`src/i2a_pkg.sv`:
```
// shared types, constants and helpers of the integer to ascii radix converter
`default_nettype none
package i2a_pkg;

	localparam int VALUE_W   = 32;
	localparam int RADIX_W   = 5;
	localparam int DIGIT_W   = 4;
	localparam int CHAR_W    = 8;
	// one digit cell per bit covers radix 2
	localparam int NUM_CELLS = VALUE_W;
	localparam int CNT_W     = $clog2(2 * NUM_CELLS);
	// count value in the conversion state at which the last cell takes in its final bit
	localparam int CONV_LAST = 2 * NUM_CELLS - 2;

	localparam logic [RADIX_W-1:0] RADIX_MIN  = RADIX_W'(2);
	localparam logic [RADIX_W-1:0] RADIX_MAX  = RADIX_W'(16);
	localparam logic [CHAR_W-1:0]  CHAR_MINUS = 8'h2D;
	localparam logic [CHAR_W-1:0]  CHAR_ZERO  = 8'h30;
	localparam logic [CHAR_W-1:0]  CHAR_ALPHA = 8'h37; // 'A' - 10

	typedef struct packed {
		logic [VALUE_W-1:0] value;
		logic [RADIX_W-1:0] radix;
		logic               signed_mode;
	} in_req_t;

	typedef struct packed {
		logic [CHAR_W-1:0] character;
		logic              last_char;
	} out_req_t;

	typedef enum logic [1:0] {
		CELL_HOLD,
		CELL_CLEAR,
		CELL_CONV,
		CELL_SHIFT
	} cell_mode_t;

	typedef struct packed {
		cell_mode_t         mode;
		logic [RADIX_W-1:0] radix;
	} cell_ctrl_t;

	// quotient bit stream between neighboring cells
	typedef struct packed {
		logic valid;
		logic qbit;
	} cell_link_t;

	typedef enum logic [2:0] {
		ST_IDLE,
		ST_CONV,
		ST_SKIP,
		ST_SIGN,
		ST_EMIT
	} state_t;

	function automatic logic [CHAR_W-1:0] digit_glyph(input logic [DIGIT_W-1:0] d);
		logic [CHAR_W-1:0] ext;
		ext = CHAR_W'(d);
		if (d < DIGIT_W'(10)) begin
			return ext + CHAR_ZERO;
		end
		return ext + CHAR_ALPHA;
	endfunction

endpackage
`default_nettype wire

```
`src/i2a_cell.sv`:
```
// one digit cell: doubles its digit plus the incoming bit modulo radix, passes the quotient on
`default_nettype none
module i2a_cell (
	input  wire                                   clk,
	input  wire                                   arst_n,
	input  wire i2a_pkg::cell_ctrl_t              ctrl,
	input  wire i2a_pkg::cell_link_t              link_in,
	input  wire logic [i2a_pkg::DIGIT_W-1:0]      digit_in,
	output i2a_pkg::cell_link_t                   link_out,
	output logic [i2a_pkg::DIGIT_W-1:0]           digit
);

	logic [i2a_pkg::DIGIT_W-1:0] digit_q;
	i2a_pkg::cell_link_t         link_q;
	logic [i2a_pkg::DIGIT_W:0]   dbl;
	logic [i2a_pkg::DIGIT_W:0]   diff;
	logic                        ge;

	// 2*d + b stays below 2*radix, so one compare and subtract reduces it
	assign dbl  = {digit_q, link_in.qbit};
	assign ge   = dbl >= ctrl.radix;
	assign diff = dbl - ctrl.radix;

	always_ff @(posedge clk or negedge arst_n) begin
		if (!arst_n) begin
			link_q <= '0;
		end else begin
			unique case (ctrl.mode)
				i2a_pkg::CELL_CLEAR: link_q <= '0;
				i2a_pkg::CELL_CONV: begin
					link_q.valid <= link_in.valid;
					link_q.qbit  <= ge;
				end
				i2a_pkg::CELL_SHIFT: link_q.valid <= 1'b0;
				i2a_pkg::CELL_HOLD:  link_q.valid <= 1'b0;
				default:             link_q.valid <= 1'b0;
			endcase
		end
	end

	always_ff @(posedge clk) begin
		unique case (ctrl.mode)
			i2a_pkg::CELL_CLEAR: digit_q <= '0;
			i2a_pkg::CELL_CONV: begin
				if (link_in.valid) begin
					digit_q <= ge ? diff[i2a_pkg::DIGIT_W-1:0] : dbl[i2a_pkg::DIGIT_W-1:0];
				end
			end
			i2a_pkg::CELL_SHIFT: digit_q <= digit_in;
			i2a_pkg::CELL_HOLD:  digit_q <= digit_q;
			default:             digit_q <= digit_q;
		endcase
	end

	assign link_out = link_q;
	assign digit    = digit_q;

endmodule
`default_nettype wire

```
`src/integer_to_ascii_radix_core.sv`:
```
// top level: itoa style converter built from a row of radix digit cells
//
// in channel (in_valid/in_ready/in_data) takes one request: a 32-bit value,
// a radix (0 and 1 act as 2, 17 and up act as 16) and a signed flag.
// out channel (out_valid/out_ready/out_data) returns the text, one ascii
// character per transfer, most significant first, last_char on the final one.
// a negative signed value gets a leading '-'; 0x80000000 in signed mode prints as -2147483648.
//
// the value enters a row of 32 digit cells one bit per cycle, msb first;
// each cell hands its quotient bit on to the next one through a register.
// leading zero digits are then shifted out of the top cell one per cycle,
// and the remaining digits leave the top cell one per cycle while the
// output register is free. the next request is accepted the cycle after
// the last character is loaded.
// a stalled receiver freezes the character sequence; nothing is dropped.
// in_ready is high only while the block is idle.
// reset clears the controller and the output valid flag; no request is pending.
`default_nettype none
module integer_to_ascii_radix_core (
	input  wire                  clk,
	input  wire                  arst_n,
	input  wire                  in_valid,
	output logic                 in_ready,
	input  wire i2a_pkg::in_req_t in_data,
	output logic                 out_valid,
	input  wire                  out_ready,
	output i2a_pkg::out_req_t    out_data
);

	localparam int NC = i2a_pkg::NUM_CELLS;
	localparam int PW = $clog2(NC + 1);

	i2a_pkg::state_t                 state_q, state_d;
	logic [i2a_pkg::VALUE_W-1:0]     mag_q;
	logic [i2a_pkg::RADIX_W-1:0]     radix_q;
	logic                            minus_q;
	logic [i2a_pkg::CNT_W-1:0]       cnt_q;
	logic [PW-1:0]                   pos_q;      // digit positions still in the row
	logic                            out_valid_q;
	i2a_pkg::out_req_t               out_q;

	i2a_pkg::cell_ctrl_t             cell_ctrl;
	i2a_pkg::cell_link_t             feed;
	i2a_pkg::cell_link_t             link [NC];
	logic [i2a_pkg::DIGIT_W-1:0]     digit [NC];
	logic [i2a_pkg::DIGIT_W-1:0]     top_digit;

	logic                            take;
	logic                            in_minus;
	logic [i2a_pkg::RADIX_W-1:0]     in_radix;
	logic                            out_free;
	logic                            out_load;
	i2a_pkg::out_req_t               out_d;

	assign take      = in_valid && in_ready;
	assign in_minus  = in_data.signed_mode && in_data.value[i2a_pkg::VALUE_W-1];
	assign out_free  = !out_valid_q || out_ready;
	assign top_digit = digit[NC-1];

	// clamp the radix into 2..16
	always_comb begin
		priority if (in_data.radix < i2a_pkg::RADIX_MIN) begin
			in_radix = i2a_pkg::RADIX_MIN;
		end else if (in_data.radix > i2a_pkg::RADIX_MAX) begin
			in_radix = i2a_pkg::RADIX_MAX;
		end else begin
			in_radix = in_data.radix;
		end
	end

	// row of digit cells, cell 0 holds the least significant digit
	for (genvar i = 0; i < NC; i++) begin : g_cell
		if (i == 0) begin : g_first
			i2a_cell u_cell (
				.clk      (clk),
				.arst_n   (arst_n),
				.ctrl     (cell_ctrl),
				.link_in  (feed),
				.digit_in ('0),
				.link_out (link[i]),
				.digit    (digit[i])
			);
		end else begin : g_next
			i2a_cell u_cell (
				.clk      (clk),
				.arst_n   (arst_n),
				.ctrl     (cell_ctrl),
				.link_in  (link[i-1]),
				.digit_in (digit[i-1]),
				.link_out (link[i]),
				.digit    (digit[i])
			);
		end
	end

	always_ff @(posedge clk or negedge arst_n) begin
		if (!arst_n) begin
			state_q <= i2a_pkg::ST_IDLE;
		end else begin
			state_q <= state_d;
		end
	end

	// next state, cell control and output loading
	always_comb begin
		state_d         = state_q;
		in_ready        = 1'b0;
		cell_ctrl.mode  = i2a_pkg::CELL_HOLD;
		cell_ctrl.radix = radix_q;
		feed.valid      = 1'b0;
		feed.qbit       = mag_q[i2a_pkg::VALUE_W-1];
		out_load        = 1'b0;
		out_d.character = i2a_pkg::digit_glyph(top_digit);
		out_d.last_char = (pos_q == PW'(1));
		unique case (state_q)
			i2a_pkg::ST_IDLE: begin
				in_ready = 1'b1;
				if (in_valid) begin
					cell_ctrl.mode = i2a_pkg::CELL_CLEAR;
					state_d        = i2a_pkg::ST_CONV;
				end
			end
			i2a_pkg::ST_CONV: begin
				cell_ctrl.mode = i2a_pkg::CELL_CONV;
				// bits enter only while the count is below VALUE_W
				feed.valid     = (cnt_q < i2a_pkg::CNT_W'(i2a_pkg::VALUE_W));
				if (cnt_q == i2a_pkg::CNT_W'(i2a_pkg::CONV_LAST)) begin
					state_d = i2a_pkg::ST_SKIP;
				end
			end
			i2a_pkg::ST_SKIP: begin
				// drop leading zeros but always keep one digit
				if (top_digit == '0 && pos_q != PW'(1)) begin
					cell_ctrl.mode = i2a_pkg::CELL_SHIFT;
				end else begin
					state_d = minus_q ? i2a_pkg::ST_SIGN : i2a_pkg::ST_EMIT;
				end
			end
			i2a_pkg::ST_SIGN: begin
				out_d.character = i2a_pkg::CHAR_MINUS;
				out_d.last_char = 1'b0;
				if (out_free) begin
					out_load = 1'b1;
					state_d  = i2a_pkg::ST_EMIT;
				end
			end
			i2a_pkg::ST_EMIT: begin
				if (out_free) begin
					out_load       = 1'b1;
					cell_ctrl.mode = i2a_pkg::CELL_SHIFT;
					if (pos_q == PW'(1)) begin
						state_d = i2a_pkg::ST_IDLE;
					end
				end
			end
			default: state_d = i2a_pkg::ST_IDLE;
		endcase
	end

	// request operands and sequencing counters
	always_ff @(posedge clk or negedge arst_n) begin
		if (!arst_n) begin
			cnt_q <= '0;
			pos_q <= '0;
		end else begin
			if (take) begin
				cnt_q <= '0;
				pos_q <= PW'(NC);
			end else begin
				if (state_q == i2a_pkg::ST_CONV) begin
					cnt_q <= cnt_q + i2a_pkg::CNT_W'(1);
				end
				if (cell_ctrl.mode == i2a_pkg::CELL_SHIFT) begin
					pos_q <= pos_q - PW'(1);
				end
			end
		end
	end

	always_ff @(posedge clk) begin
		if (take) begin
			// negation wraps, so the most negative value gives 2^31
			mag_q   <= in_minus ? (~in_data.value + i2a_pkg::VALUE_W'(1)) : in_data.value;
			radix_q <= in_radix;
			minus_q <= in_minus;
		end else if (state_q == i2a_pkg::ST_CONV) begin
			mag_q <= {mag_q[i2a_pkg::VALUE_W-2:0], 1'b0};
		end
	end

	// output register holds the current character while the receiver stalls
	always_ff @(posedge clk or negedge arst_n) begin
		if (!arst_n) begin
			out_valid_q <= 1'b0;
		end else if (out_load) begin
			out_valid_q <= 1'b1;
		end else if (out_ready) begin
			out_valid_q <= 1'b0;
		end
	end

	always_ff @(posedge clk) begin
		if (out_load) begin
			out_q <= out_d;
		end
	end

	assign out_valid = out_valid_q;
	assign out_data  = out_q;

	// the magnitude always fits the row, so the top cell never carries out a one
	a_no_overflow: assert property (@(posedge clk) disable iff (!arst_n)
		link[NC-1].valid |-> !link[NC-1].qbit)
		else $error("digit row overflow");

	// leaving the zero skip, the top digit is significant unless it is the only one
	a_skip_done: assert property (@(posedge clk) disable iff (!arst_n)
		(state_q == i2a_pkg::ST_SKIP && state_d != i2a_pkg::ST_SKIP)
			|-> (pos_q == PW'(1) || top_digit != '0))
		else $error("leading zero left in the text");

	// a character is only loaded while digits remain
	a_pos_live: assert property (@(posedge clk) disable iff (!arst_n)
		out_load |-> (pos_q != '0 && pos_q <= PW'(NC)))
		else $error("character loaded with no digit left");

	// the last character ends the request and returns the block to idle
	a_last_idle: assert property (@(posedge clk) disable iff (!arst_n)
		(out_load && out_d.last_char) |=> (state_q == i2a_pkg::ST_IDLE))
		else $error("block busy after the last character");

endmodule
`default_nettype wire
```
`config.mk`:
```
export PLATFORM = sky130hd
export DESIGN_NAME = integer_to_ascii_radix_core
export DESIGN_NICKNAME = d
export VERILOG_FILES = /design/src/i2a_pkg.sv /design/src/i2a_cell.sv /design/src/integer_to_ascii_radix_core.sv
export SDC_FILE = /design/constraint.sdc
export NUM_CORES = 1
export LEC_CHECK = 0
export BUFFER_PORTS_ARGS = -buffer_cell sky130_fd_sc_hd__buf_2
export CORE_MARGIN = 5
export CORE_UTILIZATION = 52
export CTS_CLUSTER_SIZE = 20
export DETAILED_ROUTE_END_ITERATION = 6
export GPL_ROUTABILITY_DRIVEN = 0
export MAX_ROUTING_LAYER = met4
export PLACE_DENSITY_LB_ADDON = 0.2
export SLEW_MARGIN = 20
export SYNTH_ARGS = -nofsm -noshare
export SYNTH_HDL_FRONTEND = slang
export SYNTH_SLANG_ARGS = --single-unit
```
`constraint.sdc`:
```
create_clock -name clk -period 12.08 [get_ports clk]
set_input_delay 1.812 -clock clk [delete_from_list [all_inputs] [get_ports clk]]
set_output_delay 1.812 -clock clk [all_outputs]
set_load 0.05 [all_outputs]
```
-- Word level (Yosys, flattened, before mapping)
Index checks and enable logic that the tools add are counted.
W data, S select, Z words.
- latch bits: 0
- logic and storage cells: 463
- ROM bits: 0
- register bits: 253
- input port bits: 42
- RAM bits: 0
- memories: 0
- shifts and indexed selects: 0
- div/mod/pow operators: 0
- multiplexer cells: 187
- $mul: 0
- add/subtract/negate cells: 37
- bitwise logic cells: 2
- equality and inequality tests: 48
- reductions and logical operators: 49
- magnitude comparators: 36
- operator list (kind ; count):
    $pmux W4 S3 ; 31
    $mux W4 ; 64
    $ge A5 B5 Y1 ; 32
    $sub A4 B4 Y4 ; 32
    $pmux W1 S2 ; 62
    $mux W32 ; 3
    $reduce_and A2 Y1 ; 32
    $ne A2 B1 Y1 const B ; 31
    $add A32 B1 Y32 const B ; 1
    $not A32 Y32 ; 1
    $mux W6 ; 4
    $mux W3 ; 7
    $mux W8 ; 2
    $pmux W3 S5 ; 1
    $add A4 B6 Y7 const B ; 2
    $ne A2 B2 Y1 const B ; 7
    $mux W1 ; 8
    $pmux W2 S4 ; 1
    $pmux W4 S2 ; 1
    $reduce_bool A2 Y1 ; 4
    $add A6 B1 Y6 const B ; 1
    $eq A3 B2 Y1 const B ; 2
    $eq A6 B1 Y1 const B ; 1
    $eq A6 B6 Y1 const B ; 1
    22 further kinds ; 28

-- Logic depth before layout (Yosys ltp)
Gate-level depths: netlist of the first run.
- word-level depth: 7
- mapped depth: 14

-- By module
Synthesis of the first run repeated with hierarchy kept, for this count alone.
- cells, all modules: 2187
- area total of the unflattened synthesis: 21725.8 µm²
- by module, submodules not included (module ; area each (µm²) ; instances ; cells an instance):
    i2a_cell ; 568.0 ; 32 ; 57
    integer_to_ascii_radix_core ; 3548.4 ; 1 ; 363

-- Worst setup path after synthesis of the first run
No wires, ideal clock.
- path kind: input port to flip-flop
- start point: input out_ready
- end point: register g_cell[0].g_first.u_cell.digit_q (netlist bit g_cell[0].g_first.u_cell.digit[0]) (enable)
- stages on the path: 9
- data required time: 11.800 ns
- arrival: 3.641 ns
- setup slack: 8.158 ns
- buffers on the path: 3
- setup time: 0.280 ns
- cell sequence: nor2b_1 > o21ai_0 > nand2b_1 > inv_1 > ha_1 > clkbuf_1 > clkbuf_1 > buf_1 > a21oi_1
- word-level cells in the longest chain between the ends: 6
- RTL lines (what ; RTL line ; text):
    start: declaration ; integer_to_ascii_radix_core.sv:26 ; input wire out_ready,
    $logic_or A1 B1 Y1 * ; integer_to_ascii_radix_core.sv:57 ; assign out_free = !out_valid_q || out_ready;
    $mux W2 * ; integer_to_ascii_radix_core.sv:148 ; if (out_free) begin
    $pmux W2 S4 * ; integer_to_ascii_radix_core.sv:115 ; unique case (state_q)
    $eq A2 B2 Y1 / $logic_not A2 Y1 (equally long branches) ; i2a_cell.sv:42 ; unique case (ctrl.mode)
    $ne A2 B2 Y1 (no line) / $not A1 Y1 (equally long branches) ; n/a ;
    $reduce_and A2 Y1 (no line) * ; n/a ;
    end signal: assignment ; i2a_cell.sv:46 ; digit_q <= ge ? diff[i2a_pkg::DIGIT_W-1:0] : dbl[i2a_pkg::DIGIT_W-1:0];
    end signal: assignment ; i2a_cell.sv:49 ; i2a_pkg::CELL_SHIFT: digit_q <= digit_in;
    end signal: assignment ; i2a_cell.sv:50 ; i2a_pkg::CELL_HOLD: digit_q <= digit_q;
    end: declaration ; i2a_cell.sv:13 ; logic [i2a_pkg::DIGIT_W-1:0] digit_q;
Every way passes the cells marked *; elsewhere a longest branch is shown, timed or not.
A chain may end at the register's enable or synchronous reset.

-- Final worst setup path of the first run
- start point: input in_valid
- end point: register g_cell[12].g_next.u_cell.digit_q (netlist bit g_cell[12].g_next.u_cell.digit[1]) (enable)
- word-level cells in the longest chain between the ends: 5
- RTL lines (what ; RTL line ; text):
    start: declaration ; integer_to_ascii_radix_core.sv:22 ; input wire in_valid,
    $mux W1 * ; integer_to_ascii_radix_core.sv:118 ; if (in_valid) begin
    $pmux W2 S4 * ; integer_to_ascii_radix_core.sv:115 ;
    $eq A2 B2 Y1 / $logic_not A2 Y1 (equally long branches) ; i2a_cell.sv:42 ;
    $ne A2 B1 Y1 (no line) / $not A1 Y1 (equally long branches) ; n/a ;
    $reduce_and A2 Y1 (no line) * ; n/a ;
    end signal: assignment ; i2a_cell.sv:46 ;
    end signal: assignment ; i2a_cell.sv:49 ;
    end signal: assignment ; i2a_cell.sv:50 ;
    end: declaration ; i2a_cell.sv:13 ;
Marks and branches as above.

==> results.toml, run 1 <==
[status]
result_of_the_run = "complete, no violations"

[synth]
post_synth_instance_area_um2 = 17300
synth.avg_cell_area_um2 = 9.73
yosys_warnings = 0
netlist-cell-type-count = 56
async_flop_share = 0.310
synthesis.instances = 1777
synth_top_flop_cell = "edfxtp_1"
syn-num-nets = 2022
post_synthesis_sequential_area_ratio = 0.415
postSynthRegisterBits = 252
synth_edf_count = 174

[pwr]
power_report.internal_total_mw = 3.16
post-layout-total-power_mw = 5.72
power_frac_comb = 0.528
power.clock.fraction = 0.148
powerDensity_nw_per_um2 = 304
worst_ir_drop_vdd_mv = 0.212
cellLeakagePower_nw = 7.73
proportion_of_power_drawn_by_flip_flops_and_latches = 0.324
p_sw_mw = 2.56
switching_share = 0.448

[setup_path]
worst-r2r-setup-slack_ns = 6.93
crit_path_start_kind = "input port"
critical_path.slowest_cell = "buf_4"
cpMostUsedCell = "buf_4"
end_kind = "register"
type_of_the_setup_path_with_the_least_slack = "input port to register"
cp_data_arrival_time_ns = 5.92
crit-reg2reg-launch = "g_cell[31].g_next.u_cell.digit[1]"
worst_path_dominant_cell_family = "buffers and inverters"
critical-path-max-stage-delay_ns = 0.89
timing.rr.end = "g_cell[12].g_next.u_cell.digit[1]"
worst_ep_required_time_ns = 12.29
rr_worst_depth = 12
critical_path_depth = 9
setup.worst_path.start = "in_valid"
crit_fanout = 103
chain_of_cells_forming_the_critical_path = "buf_2 -> nand2_2 -> buf_4 -> nand2b_1 -> inv_1 -> ha_4 -> buf_4 -> buf_4 -> a21oi_1"
crit_buf_inv = 5

[job]
max_cap_viol_count = 0

[floorplanning]
die_width_um = 192
total_i_o_pin_count = 53
core-area_um2 = 32700
overall_die_height_um = 192
rows = 66
die-area_um2 = 37000
floorplan.initialDensity = 0.529

[clock_network]
cts_setup_buffers = 0
cts_sinks = 252
clkLatencyLatePin_ns = 0.54
clockRootBuffer = "clkbuf_16"
clkTransAtPathRegs_ns = 0.06
tritoncts = "built"
cts_hold_repair.buffers = 0
cts_inserted_buffers = 28
cts_buffer_depth = 3
htreeDepth = 1
post_cts_resized = 0

[global_route]
overflow = 0
first_pass_grt_wire_length_um = 66100
number_of_global_route_vias_before_repair = 13300
grt_util_all_layers = 0.222
pin_count_of_the_biggest_net_entering_global_routing = 104
antenna_violations_before_repair = 0

[min_path]
hold_depth = 2
hold_path_startpoint = "g_cell[19].g_next.u_cell.link_out[1]"
worstHoldPathType = "register to register"
min_to = "g_cell[20].g_next.u_cell.link_out[1]"

[sta]
timing.final.setup_violations = 0
setup_tns_ns = 0
max_slew.worst_pin.slew_ns = 1.11
max-slew-margin-rel = 0.257
fin_crit_ns = 5.71
number_of_failing_hold_endpoints_at_the_final_stage = 0
final.setup_skew_ns = 0.0107
setup_slack_of_the_critical_path_after_layout_ns = 6.37
max_clock_freq_mhz = 175
part_of_the_cycle_the_worst_path_needs = 0.472
slew_violations = 0
grt_setup_unrepaired = "false"

[final_layout]
antenna_cells = 0
post-route-cell-area_um2 = 18800
finalNetCount = 2034
layout-drive-gt1-share = 0.0701
areaGrowthSynthToFinish_pct = 8.95
filler_cell_count = 2853

[drt]
drcViolationCount = 0
routed_wirelength_um = 39100
route.antenna.remaining_nets = 0
wl_per_cell_um = 17.3
drt_iter0_markers = 780
avgViaCountPerCell = 5.83
detailroute.via_count = 13100
drtPass1Iterations = 5

[place]
dp_slack_ns = 5.88
hpwlAfterDp_um = 25400
io_buffers = 51
dpl_cell_area_um2 = 17900
==> per-layer routing <==
metal,part of all wire,track usage,vias to the layer above
met5,0,-,-
met4,0.017,0.0464,0
met3,0.046,0.0226,58
met2,0.47,0.356,305
met1,0.47,0.310,6303
li1,-,-,6470
==> how the worst max path moves through the flow <==
| stage | end | slack (ns) |
|---|---|---|
| after floorplan | g_cell[0].g_first.u_cell.digit[0] | 8.16 |
| after global placement | g_cell[13].g_next.u_cell.digit[2] | 5.96 |
| after detailed placement | g_cell[12].g_next.u_cell.digit[2] | 5.88 |
| after CTS | g_cell[12].g_next.u_cell.digit[1] | 6.42 |
| after global routing | g_cell[12].g_next.u_cell.digit[1] | 6.03 |
| final | g_cell[12].g_next.u_cell.digit[1] | 6.37 |
==> flip-flops by register name, summed over array words and instances, names as in the netlist <==
register                        flops
mag_q                              32
g_cell.g_next.u_cell.link_out      60
cnt_q                               6
g_cell.g_next.u_cell.digit        124
out_data                            8
radix_q                             5
pos_q                               6
state_q                             3
minus_q                             1
g_cell.g_first.u_cell.digit         4
out_valid                           1
g_cell.g_first.u_cell.link_out      2
==> synthesized netlist by cell type (all sizes together), types with 3 or more instances <==
master	number	area share
a31oi	31	0.011
o211ai	127	0.055
or3	5	0.0021
buf	7	0.0018
a211oi	5	0.0022
a21oi	96	0.028
a211o	9	0.0046
nand4	13	0.0051
nand2b	11	0.0040
dfrtp	78	0.11
inv	122	0.026
nor3b	3	0.0016
nand3	122	0.035
nor4	3	0.0020
a22o	59	0.030
o31ai	6	0.0032
edfxtp	174	0.30
o21ai	78	0.023
nor2b	25	0.0090
xnor2	39	0.020
nor3	8	0.0026
nor2	72	0.016
fa	32	0.037
o211a	4	0.0023
nand2	274	0.060
mux2i	20	0.012
clkbuf	77	0.017
xor2	63	0.032
a21o	24	0.010
ha	171	0.12
==> power by group through the flow <==
stage          Combinational [mW]  Sequential, mW  Clock [mW]
4_1_cts                      3.03            1.85       0.859
2_1_floorplan                2.36            1.76           0
6_report                     3.02            1.85       0.846
3_5_place_dp                 3.02            1.86           0
5_1_grt                      3.43            1.90       0.898
3_3_place_gp                 2.92            1.86           0
==> worst min-delay path, stage by stage, from the launching register on <==
cell and delay, ns:
dfrtp_1 0.32, inv_1 0.04, nor2_1 0.07
==> cell usage in the layout, fill, tap and decap left out, types with 32 or more instances in the layout <==
master    netlist  layout
fa_1           32      32
nand3_1       122     122
buf_2           1      50
edfxtp_1      174     174
xnor2_1        39      39
xor2_1         63      63
nor2_1         72      72
o21ai_1        38      38
o21ai_0        40      40
nand2_1       274     273
a21oi_1        96      96
inv_1         121     117
o211ai_1      127     127
a22o_1         59      59
dfrtp_1        78      78
ha_1          171     168
==> cell families after synthesis <==
group | after synthesis | share of synthesized area
and+or+nand+nor | 547 | 0.142
AOI/OAI and AO/OA | 446 | 0.173
DFF | 252 | 0.415
buffers and inverters | 206 | 0.0450
adders and majority gates | 203 | 0.161
xor gates and xnor gates | 102 | 0.0517
muxes | 20 | 0.0116
other | 1 | 0.000217
==> layout make-up <==
type                            instances  area, µm²  area share
Multi-Input combinational cell       1319       9360       0.497
Sequential cell                       252       7180       0.381
Clock buffer                           42        835      0.0443
Tap cell                              442        553      0.0294
Inverter                              122        460      0.0245
Timing Repair Buffer                   66        370      0.0197
Clock inverter                         10       73.8     0.00392
==> per-stage QoR <==
step / instances / util / hold WS [ns]
2_1_floorplan: 1777 / - / 0.445
3_3_place_gp: 2201 / 0.548 / 0.459
3_5_place_dp: 2201 / 0.548 / 0.463
4_1_cts: 2253 / 0.576 / 0.474
5_1_grt: 2253 / 0.576 / 0.490
6_report: 2253 / 0.576 / 0.473
(Power assumes the default switching activity.)
==> run 2: changes to the inputs <==
Settings changed: ABC_AREA from default to 1.
Clock period 12.08 ns to 4.9 ns, I/O delays scaled along.
==> results.toml, run 2 <==
[final_layout]
final_util = 0.577
areaGrowthSynthToFinish_pct = 9.27
final_common_cell = "nand2_1"
layout.cells.most_common_list = "nand2_1, inv_1, edfxtp_1"
finalNetCount = 2541
layout-drive-gt1-share = 0.0790
antenna_cells = 0
largest_register_ffs = 124

[global_route]
pin_count_of_the_biggest_net_entering_global_routing = 54
overflow = 0
number_of_global_route_vias_before_repair = 15000
first_pass_grt_wire_length_um = 73400
antenna_violations_before_repair = 0
grt_util_all_layers = 0.231

[clock_network]
cts_sinks = 252
cts_hold_repair.buffers = 0
clkLatencyLatePin_ns = 0.57
cts_inserted_buffers = 28
clkTransAtPathRegs_ns = 0.06
tritoncts = "built"
clockRootBuffer = "clkbuf_16"
cts_buffer_depth = 3
cts_setup_buffers = 0
htreeDepth = 1
post_cts_resized = 0

[setup_path]
worst_path_dominant_cell_family = "buffers and inverters"
end_kind = "register"
rr_worst_depth = 12
cpMostUsedCell = "nor2_4"
crit_path_start_kind = "register"
crit-reg2reg-launch = "state_q[0]"
crit_fanout = 53
worst_ep_required_time_ns = 5.29
worst-r2r-setup-slack_ns = 1.40
chain_of_cells_forming_the_critical_path = "nor2_2 -> inv_2 -> nor2_4 -> nand2_4 -> clkinv_4 -> nor2_4 -> inv_2 -> ha_2 -> buf_4 -> nor2_4 -> buf_4 -> a21oi_1"
timing.rr.end = "g_cell[6].g_next.u_cell.digit[3]"
critical_path.slowest_cell = "ha_2"
critical_path_depth = 12
critical-path-max-stage-delay_ns = 0.76
critPathCapture = "g_cell[6].g_next.u_cell.digit[3]"
type_of_the_setup_path_with_the_least_slack = "register to register"
crit_buf_inv = 5
cp_data_arrival_time_ns = 3.89
setup.worst_path.start = "state_q[0]"

[synth]
post_synth_instance_area_um2 = 18300
post_synthesis_sequential_area_ratio = 0.393
postSynthRegisterBits = 252
synth_common_cells = "nand2_1, inv_1, edfxtp_1"
synth_edf_count = 174
synth.largest_area_cell = "edfxtp_1"
yosys_warnings = 0
yosys.cell_count.top_type = "nand2_1"
synth_top_cells_by_area = "edfxtp_1, nand2_1, ha_1"
synth_top_flop_cell = "edfxtp_1"
netlist-cell-type-count = 46
synth.avg_cell_area_um2 = 8.12
syn-num-nets = 2498
synth_top_area_share = 0.286
synthesis.instances = 2253
async_flop_share = 0.310

[status]
result_of_the_run = "complete, no violations"

[pwr]
powerDensity_nw_per_um2 = 738
post-layout-total-power_mw = 14.7
worst_ir_drop_vdd_mv = 0.676
cellLeakagePower_nw = 9.19

[place]
hpwlAfterDp_um = 30100
io_buffers = 51

[drt]
drcViolationCount = 0
wl_per_cell_um = 16.0
drt_iter0_markers = 875
route.antenna.remaining_nets = 0
avgViaCountPerCell = 5.54
drtPass1Iterations = 6
routed_wirelength_um = 44400
detailroute.via_count = 15400

[sta]
minimum_hold_slack_ns = 0.209
max-slew-margin-rel = 0.328
fin_crit_ns = 3.50
final.setup_skew_ns = 0.0298
setup_tns_ns = 0
slew_violations = 0
timing.final.setup_violations = 0
part_of_the_cycle_the_worst_path_needs = 0.714
max_clock_freq_mhz = 286
number_of_failing_hold_endpoints_at_the_final_stage = 0
grt_setup_unrepaired = "false"
max_slew.worst_pin.slew_ns = 1.00

[job]
max_cap_viol_count = 0

[floorplanning]
rows = 68
core-area_um2 = 34600
die_width_um = 198
die-area_um2 = 39000
total_i_o_pin_count = 53
floorplan.initialDensity = 0.528
overall_die_height_um = 198

[min_path]
worstHoldPathType = "input port to async pin"
-- run 2: cell count changes after synthesis, moves of 32 or more --
cell / previous run / this run
o21ai_0: 40 / 127
xor2_1: 63 / 7
nand3_1: 122 / 166
o211ai_1: 127 / 1
a21oi_1: 96 / 141
nand2_1: 274 / 594
a22o_1: 59 / 0
inv_1: 121 / 272
nand3b_1: 0 / 37
o22ai_1: 0 / 59
nand4_1: 12 / 44
clkbuf_1: 77 / 37
nor2_1: 72 / 150
-- run 2: how the worst min path moves through the flow --
| stage | to | startpoint | slack (ns) | depth (start not counted) |
|---|---|---|---|---|
| after global routing | g_cell[4].g_next.u_cell.link_out[1] | arst_n | 0.24 | 1 |
| final | g_cell[1].g_next.u_cell.link_out[1] | arst_n | 0.21 | 1 |
| after CTS | g_cell[1].g_next.u_cell.link_out[0] | arst_n | 0.22 | 1 |
| after global placement | g_cell[15].g_next.u_cell.link_out[1] | g_cell[14].g_next.u_cell.link_out[1] | 0.44 | 2 |
| after detailed placement | g_cell[5].g_next.u_cell.link_out[1] | g_cell[4].g_next.u_cell.link_out[1] | 0.45 | 2 |
| after floorplan | cnt_q[0] | arst_n | 0.44 | 0 |
-- run 2: power breakdown --
part / switching [mW] / internal (mW) / leakage (nW)
sequential: 0.624 / 3.72 / 2.78
clock: 0.890 / 1.28 / 0.446
combinational: 5.40 / 2.83 / 5.97
-- run 2: per-stage QoR --
step / worst slack, ns / cell area, µm² / cells
finish: 1.40 / 20000 / 2772
global route: 1.14 / 20000 / 2772
CTS: 1.39 / 20000 / 2772
detailed placement: 1.24 / 19100 / 2721
global placement: 1.33 / 19100 / 2721
floorplan: 1.29 / 18300 / 2253
-- run 2: cell families (layout without fill, tap and decap cells) --
logic type / after synthesis / in the layout / synth area share
and+or+nand+nor: 1063 / 1063 / 0.259
AOI/OAI and AO/OA: 354 / 354 / 0.104
buffers and inverters: 339 / 403 / 0.0730
DFF: 252 / 252 / 0.393
adders and majority gates: 203 / 203 / 0.152
xor gates and xnor gates: 41 / 41 / 0.0196
other: 1 / 1 / 0.000205
-- run 2: area by class of cell --
class / instances / area [µm²]
flip-flops and latches: 252 / 7180
fillers: 3145 / 14600
clock buffers: 39 / 752
multi-input cells: 1662 / 9790
clock inverters: 12 / 171
inverters: 279 / 1050
repair buffers: 73 / 460
well taps: 455 / 569
-- run 2: layer usage --
layer	wire length, µm	GRT usage
met5	0	-
met3	2080	0.0189
met4	964	0.0548
met2	21100	0.386
met1	20200	0.311
